**src/lj_pkg.sv**
```systemverilog
// Shared types, constants and register codes for the Lennard-Jones grid energy block.
`default_nettype none

package lj_pkg;

    localparam int MAX_ATOMS_DEF   = 256;
    localparam int GRID_EXTENT_DEF = 1024;
    localparam int DIMENSIONS_DEF  = 3;
    localparam int QUEUE_DEPTH     = 2;

    localparam int CFG_IDX_W  = 3;
    localparam int CFG_DATA_W = 32;
    localparam int ENERGY_W   = 48;
    localparam int IN_DATA_W  = 200;

    localparam logic [CFG_IDX_W-1:0] REG_SPACING_X = 3'd0;
    localparam logic [CFG_IDX_W-1:0] REG_SPACING_Y = 3'd1;
    localparam logic [CFG_IDX_W-1:0] REG_SPACING_Z = 3'd2;
    localparam logic [CFG_IDX_W-1:0] REG_ORIGIN_X  = 3'd3;
    localparam logic [CFG_IDX_W-1:0] REG_ORIGIN_Y  = 3'd4;
    localparam logic [CFG_IDX_W-1:0] REG_ORIGIN_Z  = 3'd5;
    localparam logic [CFG_IDX_W-1:0] REG_ATOM_CNT  = 3'd6;

    localparam logic FUNC_LOAD = 1'b0;
    localparam logic FUNC_EVAL = 1'b1;

    localparam logic [31:0] SPACING_RESET = 32'h0001_0000;

    typedef struct packed {
        logic        is_eval;
        logic [7:0]  slot;
        logic [31:0] atom_x;
        logic [31:0] atom_y;
        logic [31:0] atom_z;
        logic [31:0] well_depth;
        logic [31:0] contact_size;
        logic [9:0]  point_i;
        logic [9:0]  point_j;
        logic [9:0]  point_k;
    } t_cmd;

    typedef struct packed {
        logic [31:0] spacing_x;
        logic [31:0] spacing_y;
        logic [31:0] spacing_z;
        logic [31:0] origin_x;
        logic [31:0] origin_y;
        logic [31:0] origin_z;
        logic [8:0]  atom_count;
    } t_cfg;

    typedef struct packed {
        logic full;
        logic empty;
    } t_qstat;

endpackage

`default_nettype wire

```
**src/lj_front.sv**
```systemverilog
// Input stage: unpacks a word, clamps grid indexes, drops loads beyond the table.
`default_nettype none

module lj_front #(
    parameter int MAX_ATOMS   = lj_pkg::MAX_ATOMS_DEF,
    parameter int GRID_EXTENT = lj_pkg::GRID_EXTENT_DEF
) (
    input  wire                         i_clk,
    input  wire                         i_rst_n,
    input  wire                         i_tvalid,
    output logic                        o_tready,
    input  wire [lj_pkg::IN_DATA_W-1:0] i_tdata,
    input  wire                         i_tuser,
    input  lj_pkg::t_qstat              i_qstat,
    output logic                        o_push,
    output lj_pkg::t_cmd                o_cmd
);

    logic         r_valid;
    lj_pkg::t_cmd r_cmd;
    lj_pkg::t_cmd w_cmd;
    logic         w_keep;
    logic         w_accept;

    function automatic logic [9:0] clamp_idx(input logic [9:0] idx);
        logic [9:0] res;
        res = idx;
        if (32'(idx) > GRID_EXTENT - 1) begin
            res = 10'(GRID_EXTENT - 1);
        end
        return res;
    endfunction

    always_comb begin
        w_cmd.is_eval      = (i_tuser == lj_pkg::FUNC_EVAL);
        w_cmd.slot         = i_tdata[7:0];
        w_cmd.atom_x       = i_tdata[39:8];
        w_cmd.atom_y       = i_tdata[71:40];
        w_cmd.atom_z       = i_tdata[103:72];
        w_cmd.well_depth   = i_tdata[135:104];
        w_cmd.contact_size = i_tdata[167:136];
        w_cmd.point_i      = clamp_idx(i_tdata[177:168]);
        w_cmd.point_j      = clamp_idx(i_tdata[187:178]);
        w_cmd.point_k      = clamp_idx(i_tdata[197:188]);
        w_keep             = w_cmd.is_eval || (32'(w_cmd.slot) < MAX_ATOMS);
    end

    assign o_tready = !r_valid || !i_qstat.full;
    assign w_accept = i_tvalid && o_tready;
    assign o_push   = r_valid && !i_qstat.full;
    assign o_cmd    = r_cmd;

    always_ff @(posedge i_clk) begin
        if (!i_rst_n) begin
            r_valid <= 1'b0;
        end else begin
            if (o_push) begin
                r_valid <= 1'b0;
            end
            if (w_accept) begin
                r_valid <= w_keep;
            end
        end
        if (w_accept) begin
            r_cmd <= w_cmd;
        end
    end

endmodule

`default_nettype wire

```
**config.mk**
```make
export PLATFORM = sky130hd
export DESIGN_NAME = lj_front
export DESIGN_NICKNAME = d
export VERILOG_FILES = /design/src/lj_pkg.sv /design/src/lj_front.sv
export SDC_FILE = /design/constraint.sdc
export NUM_CORES = 1
export LEC_CHECK = 0
export BUFFER_PORTS_ARGS = -buffer_cell sky130_fd_sc_hd__buf_2
export CORE_AREA = 2 2 156 158
export DETAILED_ROUTE_END_ITERATION = 12
export DIE_AREA = 0 0 158 160
export GPL_ROUTABILITY_DRIVEN = 0
export PLACE_DENSITY = 0.57
export SYNTH_ARGS = -nofsm -noshare
export SYNTH_HDL_FRONTEND = slang
export SYNTH_SLANG_ARGS = --single-unit
export TNS_END_PERCENT = 50
```
**constraint.sdc**
```tcl
create_clock -name i_clk -period 14 [get_ports i_clk]
set_clock_uncertainty 0.2 [all_clocks]
set_input_delay 0.7 -clock i_clk [delete_from_list [all_inputs] [get_ports i_clk]]
set_output_delay 0.7 -clock i_clk [all_outputs]
set_load 0.01 [all_outputs]
```
==> results_dict.tcl <==
set metrics [dict create \
    antenna_found_initial 2 \
    initial_utilization_pct 25.3 \
    cts_tree "yes" \
    rsz0062_at_grt "false" \
    cts.repair.resized 0 \
    clkSinkCount 200 \
    port_buffers 403 \
    hold_viol 0 \
    antenna_left 0 \
    post-route-min-period_ns 2.56 \
    status "finished, final reports clean" \
    placed_cells 934 \
    slowest_delay_ns 0.88 \
    hold_slack_ns 0.236 \
    yosys_warnings 0 \
    vias 3676 \
    finalWorstSetupSlack_ns 11.44 \
    total_power_mw 1.28 \
    drt_iter0_markers 232 \
    synth-seq-area-share_pct 99.5 \
    synth_cell_type_count 7 \
    grt_overflow 0 \
    critical_path.cell_chain "buf_2 > nand2_1 > and2_4 > buf_4" \
    path_clk_slew_ns 0.08 \
    crit_path_end_kind "register" \
    fmax_ghz 0.391 \
    syn_area_per_cell_um2 29.4 \
    synth_top_area_share_pct 99.2 \
    power.density_nw_per_um2 141 \
    dp_hpwl_mm 11.7 \
    die_h_um 160 \
    grt_max_degree 79 \
    critPathArrivalTime_ns 2.41 \
    synth_fp_nets 411 \
    clockBufferDepth 2 \
    cpMaxStageDelayCell "buf_4" \
    slew_viol_final 0 \
    synth_largest_area_cell "edfxtp_1" \
    synth-seq-cells 200 \
    drt_pass1_iterations 6 \
    crit_required_ns 13.85 \
    max-cap-violations 0 \
    final_common_cell "buf_2" \
    h-tree-depth 4 \
    core_um2 23800 \
    drt-total-wl_mm 15.5 \
    layout-drive-gt1-share_pct 67.9 \
    criticalPathCategory "primary input to register" \
    insertion_delay_ns 0.43 \
    cts_hold_buf 0 \
    dp_worst_setup_slack_ns 10.94 \
    cts_root_buf "clkbuf_16" \
    final_cell_mix "buf_2 (403), edfxtp_1 (199), clkbuf_16 (17)" \
    final_cells 967 \
    maxSlewHeadroom_pct 34.3 \
    start_kind "primary input" \
    avgRoutedWirePerCell_um 16.1 \
    finalSetupViolations 0 \
    path_max_fanout 78 \
    die_area_um2 25300 \
    std_cell_rows 57 \
    die_x_um 158 \
    cts_setup_buffers 0 \
    ios 407 \
    synthCells 205 \
    grt_pass1_vias 3702 \
    worst_pin_slew_ns 0.986 \
    min_path_type "primary input to register" \
    grt_pass1_wl_mm 21.7 \
    area_growth_pct 50.0 \
    netlist_area_um2 6030 \
    drt_drc_violations_left 0 \
    p_leak_nw 3.82 \
    fin_crit_sh_pct 18.3 \
    tns_ns 0 \
    viasPerCell 3.80 \
    cts_buffers 17 \
    synth.area.top_cells "edfxtp_1 (99%), dfxtp_1 (0.33%), and2b_2 (0.15%), and2_1 (0.10%), nor2b_1 (0.10%)" \
    ir_worst_vdd_mv 0.0629 \
    final_nets 835 \
    grt_use_total_pct 11.9 \
]
cell families (layout without fill, tap and decap cells):
kind of cell,count (synthesis),count (layout),share of synthesized area [%]
AO/OA/AOI/OAI,1,1,0.0830
buffers and inverters,0,437,0
flip-flops,200,200,99.5
other,0,1,0
AND/OR/NAND/NOR,4,4,0.415
cell usage after synthesis, drive strengths merged:
cell and n:
a21oi 1, nor2b 1, edfxtp 199, dfxtp 1, nand2 1, and2 1
and2b 1
final timing paths:
check	startpoint	end	slack (ns)	depth (start not counted)
worst max-delay path	i_qstat[1]	o_cmd[52]	11.44	4
worst min-delay path	i_tdata[106]	o_cmd[64]	0.24	1
worst max register to register	r_valid	o_cmd[52]	11.50	3
worst min register to register	r_valid	r_valid	0.35	2
critical path, delay by kind of cell:
family / cells / cell delay, ns
buf+inv: 2 / 0.99
simple gates: 2 / 0.66
state kept, by name (all words and copies together) (netlist names):
name     flops
o_cmd      199
r_valid      1
final cells by class:
class                           count  area, um2
Fill cell                        2326      14800
Timing Repair Buffer              405       2030
Clock buffer                       20        437
Tap cell                          324        405
Antenna cell                        1       2.50
Multi-Input combinational cell      5       32.5
Clock inverter                     12        133
Sequential cell                   200       6000
through the flow:
stage                     utilization, %  area [um2]
final                               37.9        9040
after global routing                37.9        9030
after CTS                           37.9        9030
after detailed placement            35.5        8470
after global placement              35.5        8470
after floorplan                        -        6030
metal layers:
layer / global-route usage (%) / up-vias / routed length, um
met5: 0 / - / 11
met4: 4.18 / 2 / 199
li1: - / 1682 / -
met2: 20.3 / 201 / 8030
met3: 4.34 / 14 / 1260
met1: 13.8 / 1777 / 6050
power by group:
group | switching [mW] | total [mW] | internal, mW
Clock | 0.233 | 0.471 | 0.238
Combinational | 0.0544 | 0.0961 | 0.0416
Sequential | 0.00800 | 0.708 | 0.700
No activity file was read; power rests on OpenSTA's default activity.
