$ cat src/lj_pkg.sv
// Shared types, constants and register codes for the Lennard-Jones grid energy block.
`default_nettype none

package lj_pkg;

    localparam int MAX_ATOMS_DEF   = 256;
    localparam int GRID_EXTENT_DEF = 1024;
    localparam int DIMENSIONS_DEF  = 3;
    localparam int QUEUE_DEPTH     = 2;

    localparam int CFG_IDX_W  = 3;
    localparam int CFG_DATA_W = 32;
    localparam int ENERGY_W   = 48;
    localparam int IN_DATA_W  = 200;

    localparam logic [CFG_IDX_W-1:0] REG_SPACING_X = 3'd0;
    localparam logic [CFG_IDX_W-1:0] REG_SPACING_Y = 3'd1;
    localparam logic [CFG_IDX_W-1:0] REG_SPACING_Z = 3'd2;
    localparam logic [CFG_IDX_W-1:0] REG_ORIGIN_X  = 3'd3;
    localparam logic [CFG_IDX_W-1:0] REG_ORIGIN_Y  = 3'd4;
    localparam logic [CFG_IDX_W-1:0] REG_ORIGIN_Z  = 3'd5;
    localparam logic [CFG_IDX_W-1:0] REG_ATOM_CNT  = 3'd6;

    localparam logic FUNC_LOAD = 1'b0;
    localparam logic FUNC_EVAL = 1'b1;

    localparam logic [31:0] SPACING_RESET = 32'h0001_0000;

    typedef struct packed {
        logic        is_eval;
        logic [7:0]  slot;
        logic [31:0] atom_x;
        logic [31:0] atom_y;
        logic [31:0] atom_z;
        logic [31:0] well_depth;
        logic [31:0] contact_size;
        logic [9:0]  point_i;
        logic [9:0]  point_j;
        logic [9:0]  point_k;
    } t_cmd;

    typedef struct packed {
        logic [31:0] spacing_x;
        logic [31:0] spacing_y;
        logic [31:0] spacing_z;
        logic [31:0] origin_x;
        logic [31:0] origin_y;
        logic [31:0] origin_z;
        logic [8:0]  atom_count;
    } t_cfg;

    typedef struct packed {
        logic full;
        logic empty;
    } t_qstat;

endpackage

`default_nettype wire

$ cat src/lj_queue.sv
// Short command queue between the input stage and the evaluation engine.
`default_nettype none

module lj_queue (
    input  wire             i_clk,
    input  wire             i_rst_n,
    input  wire             i_push,
    input  lj_pkg::t_cmd    i_cmd,
    input  wire             i_pop,
    output lj_pkg::t_cmd    o_cmd,
    output lj_pkg::t_qstat  o_qstat
);

    localparam int DEPTH = lj_pkg::QUEUE_DEPTH;
    localparam int PW    = (DEPTH > 1) ? $clog2(DEPTH) : 1;
    localparam int CW    = $clog2(DEPTH + 1);

    lj_pkg::t_cmd   r_mem [DEPTH];
    logic [PW-1:0]  r_wptr;
    logic [PW-1:0]  r_rptr;
    logic [CW-1:0]  r_count;
    logic           w_push;
    logic           w_pop;

    assign o_qstat.full  = (r_count == CW'(DEPTH));
    assign o_qstat.empty = (r_count == '0);
    assign w_push        = i_push && !o_qstat.full;
    assign w_pop         = i_pop && !o_qstat.empty;
    assign o_cmd         = r_mem[r_rptr];

    always_ff @(posedge i_clk) begin
        if (!i_rst_n) begin
            r_wptr  <= '0;
            r_rptr  <= '0;
            r_count <= '0;
        end else begin
            if (w_push) begin
                r_wptr <= (r_wptr == PW'(DEPTH - 1)) ? '0 : PW'(r_wptr + 1'b1);
            end
            if (w_pop) begin
                r_rptr <= (r_rptr == PW'(DEPTH - 1)) ? '0 : PW'(r_rptr + 1'b1);
            end
            if (w_push && !w_pop) begin
                r_count <= CW'(r_count + 1'b1);
            end else if (w_pop && !w_push) begin
                r_count <= CW'(r_count - 1'b1);
            end
        end
        if (w_push) begin
            r_mem[r_wptr] <= i_cmd;
        end
    end

endmodule

`default_nettype wire

$ cat config.mk
export PLATFORM = sky130hd
export DESIGN_NAME = lj_queue
export DESIGN_NICKNAME = d
export VERILOG_FILES = /design/src/lj_pkg.sv /design/src/lj_queue.sv
export SDC_FILE = /design/constraint.sdc
export NUM_CORES = 1
export LEC_CHECK = 0
export ABC_AREA = 1
export BUFFER_PORTS_ARGS = -buffer_cell sky130_fd_sc_hd__buf_2
export CORE_UTILIZATION = 56
export DETAILED_ROUTE_END_ITERATION = 6
export PLACE_DENSITY = 0.84
export RECOVER_POWER = 50
export SLEW_MARGIN = 15
export SYNTH_ARGS = -nofsm -noshare
export SYNTH_HDL_FRONTEND = slang
export SYNTH_SLANG_ARGS = --single-unit
$ cat constraint.sdc
create_clock -name i_clk -period 21.7 [get_ports i_clk]
set_input_delay 2.17 -clock i_clk [delete_from_list [all_inputs] [get_ports i_clk]]
set_output_delay 2.17 -clock i_clk [all_outputs]
set_load 0.05 [all_outputs]
==> impl_metrics.env <==
export IMPL_reg2reg_depth=3
export IMPL_synth_avg_cell_area_um2=22.8
export IMPL_die_area_um2=27500
export IMPL_crit_arrival_ns=10.71
export IMPL_worst_path_max_fanout=187
export IMPL_synth_nets=861
export IMPL_syn2layout_area_growth_pct=22.6
export IMPL_hold_path_class="flop to flop"
export IMPL_place_gp_congestion=0.797
export IMPL_register_area_um2=12100
export IMPL_synth_area_um2=15000
export IMPL_startpoint="i_push"
export IMPL_cp_slowest_cell="clkbuf_1"
export IMPL_final_area_um2=18400
export IMPL_final_cell_mix="edfxtp_1, buf_2, clkbuf_1"
export IMPL_post_cts_setup_buffers=0
export IMPL_fin_crit_ns=10.93
export IMPL_violations="design-rule violations, max-capacitance violations, max-slew violations"
export IMPL_setup_tns_ns=0
export IMPL_h_tree_depth=2
export IMPL_path_cells="buf_2 -> o21ai_0 -> nor2_1 -> clkbuf_1"
export IMPL_wire_per_inst_um=20.2
export IMPL_holdPathStages=2
export IMPL_synthDistinctLibCells=14
export IMPL_synth_seq_area_share_pct=80.3
export IMPL_rows=59
export IMPL_viasPerCell=5.25
export IMPL_r2r_setup_slack_ns=12.06
export IMPL_finClkSkew_ns=0.00820
export IMPL_antenna_found_initial=4
export IMPL_vias=7605
export IMPL_clock_path_buffers=3
export IMPL_drive_above_1_share_pct=50.0
export IMPL_post_route_period_util_pct=50.4
export IMPL_p_leak_nw=6.85
export IMPL_multi_input_area_um2=2720
export IMPL_slowest_delay_ns=7.33
export IMPL_cts_resized=0
export IMPL_powerDensity_nw_per_um2=136
export IMPL_fill_cells=1659
export IMPL_r2r_end="r_mem[0][124]"
export IMPL_port_buffers=403
export IMPL_postRouteAntennaNets=0
export IMPL_final_max_slew_viol_count=223
export IMPL_placedCellCount=1380
export IMPL_grt_max_degree=188
export IMPL_cts_tree="yes"
export IMPL_nets=1290
export IMPL_critPathKind="input port to flop"
export IMPL_drt_iter0_markers=604
export IMPL_dieHeight_um=166
export IMPL_cts_buffers=39
export IMPL_max_slew_margin_pct=-604
export IMPL_ctsRootBufferMaster="clkbuf_16"
export IMPL_hold_viol=0
export IMPL_final_common_cell="edfxtp_1"
export IMPL_maxCapViolCount=2
export IMPL_io_pins=404
export IMPL_dp_hpwl_um=19700
export IMPL_routed_wl_um=29300
export IMPL_initial_core_util_pct=57.3
export IMPL_hold_buffers=0
export IMPL_cp_data_required_time_ns=21.48
export IMPL_overflow=0
export IMPL_setup_viol=0
export IMPL_worst_hold_startpoint="r_wptr"
export IMPL_worstSkewPairLatency_ns=0.52
export IMPL_grt_pass1_wl_um=43000
export IMPL_cp_start_kind="input port"
export IMPL_dr_pass1_iters=7
export IMPL_fmax_mhz=91.5
export IMPL_fin_cells=1449
export IMPL_placed_area_um2=17300
export IMPL_ir_worst_vdd_v=0.0000977
export IMPL_drc=121
export IMPL_whs_ns=0.512
export IMPL_grt_pass1_vias=7757
export IMPL_core_area_um2=26200
export IMPL_synthCells=657
export IMPL_outcome="finished with violations"
export IMPL_rsz0062_at_grt="no"
export IMPL_worst_path_buf_inv=2
export IMPL_clk_pin_slew_ns=0.05
export IMPL_crit_reg2reg_launch="r_count[0]"
export IMPL_critPathCaptureType="flop"
export IMPL_worstMarginPinSlew_ns=10.55
export IMPL_crit_family="buffers and inverters"
export IMPL_grt_use_total_pct=20.8
export IMPL_die_x_um=166
export IMPL_ys_ff_latch=403
export IMPL_min_to="r_wptr"
export IMPL_yosys_warnings=0
export IMPL_cts_sinks=403
==> final cells by class <==
cell class	count	share of cell area, %
Clock inverter	15	0.796
Multi-Input combinational cell	223	14.8
Timing Repair Buffer	410	10.5
Tap cell	335	2.28
Inverter	9	0.184
Sequential cell	403	65.5
Clock buffer	50	5.87
Antenna cell	4	0.0544
==> cells by family (layout without fill, tap and decap cells) <==
family | after synthesis | in the layout | synth area share, %
flops | 403 | 403 | 80.3
mux | 199 | 199 | 17.4
buf+inv | 31 | 484 | 1.54
simple gates | 19 | 19 | 0.500
compound gates | 4 | 4 | 0.133
fa+ha+maj | 1 | 1 | 0.0834
other cells | 0 | 4 | 0
==> routing by layer <==
layer | vias to the layer above | part of all wire [%] | track usage (%)
met5 | - | 0.044 | 0
met4 | 2 | 2.7 | 7.48
met3 | 57 | 8.8 | 7.03
met2 | 370 | 51 | 36.7
met1 | 3709 | 37 | 23.5
li1 | 3467 | - | -
==> worst max path at each step <==
| stage | depth (start not counted) | end |
|---|---|---|
| after floorplan | 2 | r_mem[0][0] |
| after global placement | 5 | r_mem[1][111] |
| after detailed placement | 5 | r_mem[1][112] |
| after CTS | 4 | o_cmd[114] |
| after global routing | 4 | r_mem[0][107] |
| final | 4 | r_mem[0][124] |
==> flip-flops by register name, summed over array words and instances, names as in the netlist, named ones only <==
signal	flops
r_count	2
r_mem	398
r_rptr	1
r_wptr	1
==> metrics by stage <==
step | power, W | utilization (%) | setup WS (ns)
after floorplan | 0.00172 | - | 10.36
after global placement | 0.00184 | 66.1 | 16.64
after detailed placement | 0.00185 | 66.1 | 16.63
after CTS | 0.00250 | 70.8 | 16.23
after global routing | 0.00258 | 70.2 | 10.03
final | 0.00250 | 70.2 | 10.77
==> where the power goes <==
part	internal, W	switching, W
Combinational	0.000228	0.000582
Clock	0.000385	0.000259
Sequential	0.00101	0.0000321
==> worst register-to-register path, delay by kind of cell (launching register included) <==
family          cells  cell delay [ns]
buf+inv             1             7.33
simple gates        1             0.83
flops               1             0.39
compound gates      1             0.20
==> cells in the mapped netlist <==
cell      number  area (um^2)
nand4_1        1         6.26
dfxtp_1        5          100
edfxtp_1     398        12000
o21ai_0        3         15.0
nor2_1        11         41.3
buf_2          8         40.0
mux2_4       100         1500
mux2_2        99         1110
nand2_1        6         22.5
nand3_1        1         5.00
a21oi_1        1         5.00
buf_6         14          158
ha_1           1         12.5
inv_1          9         33.8
Power figures use the tool's default switching activity.
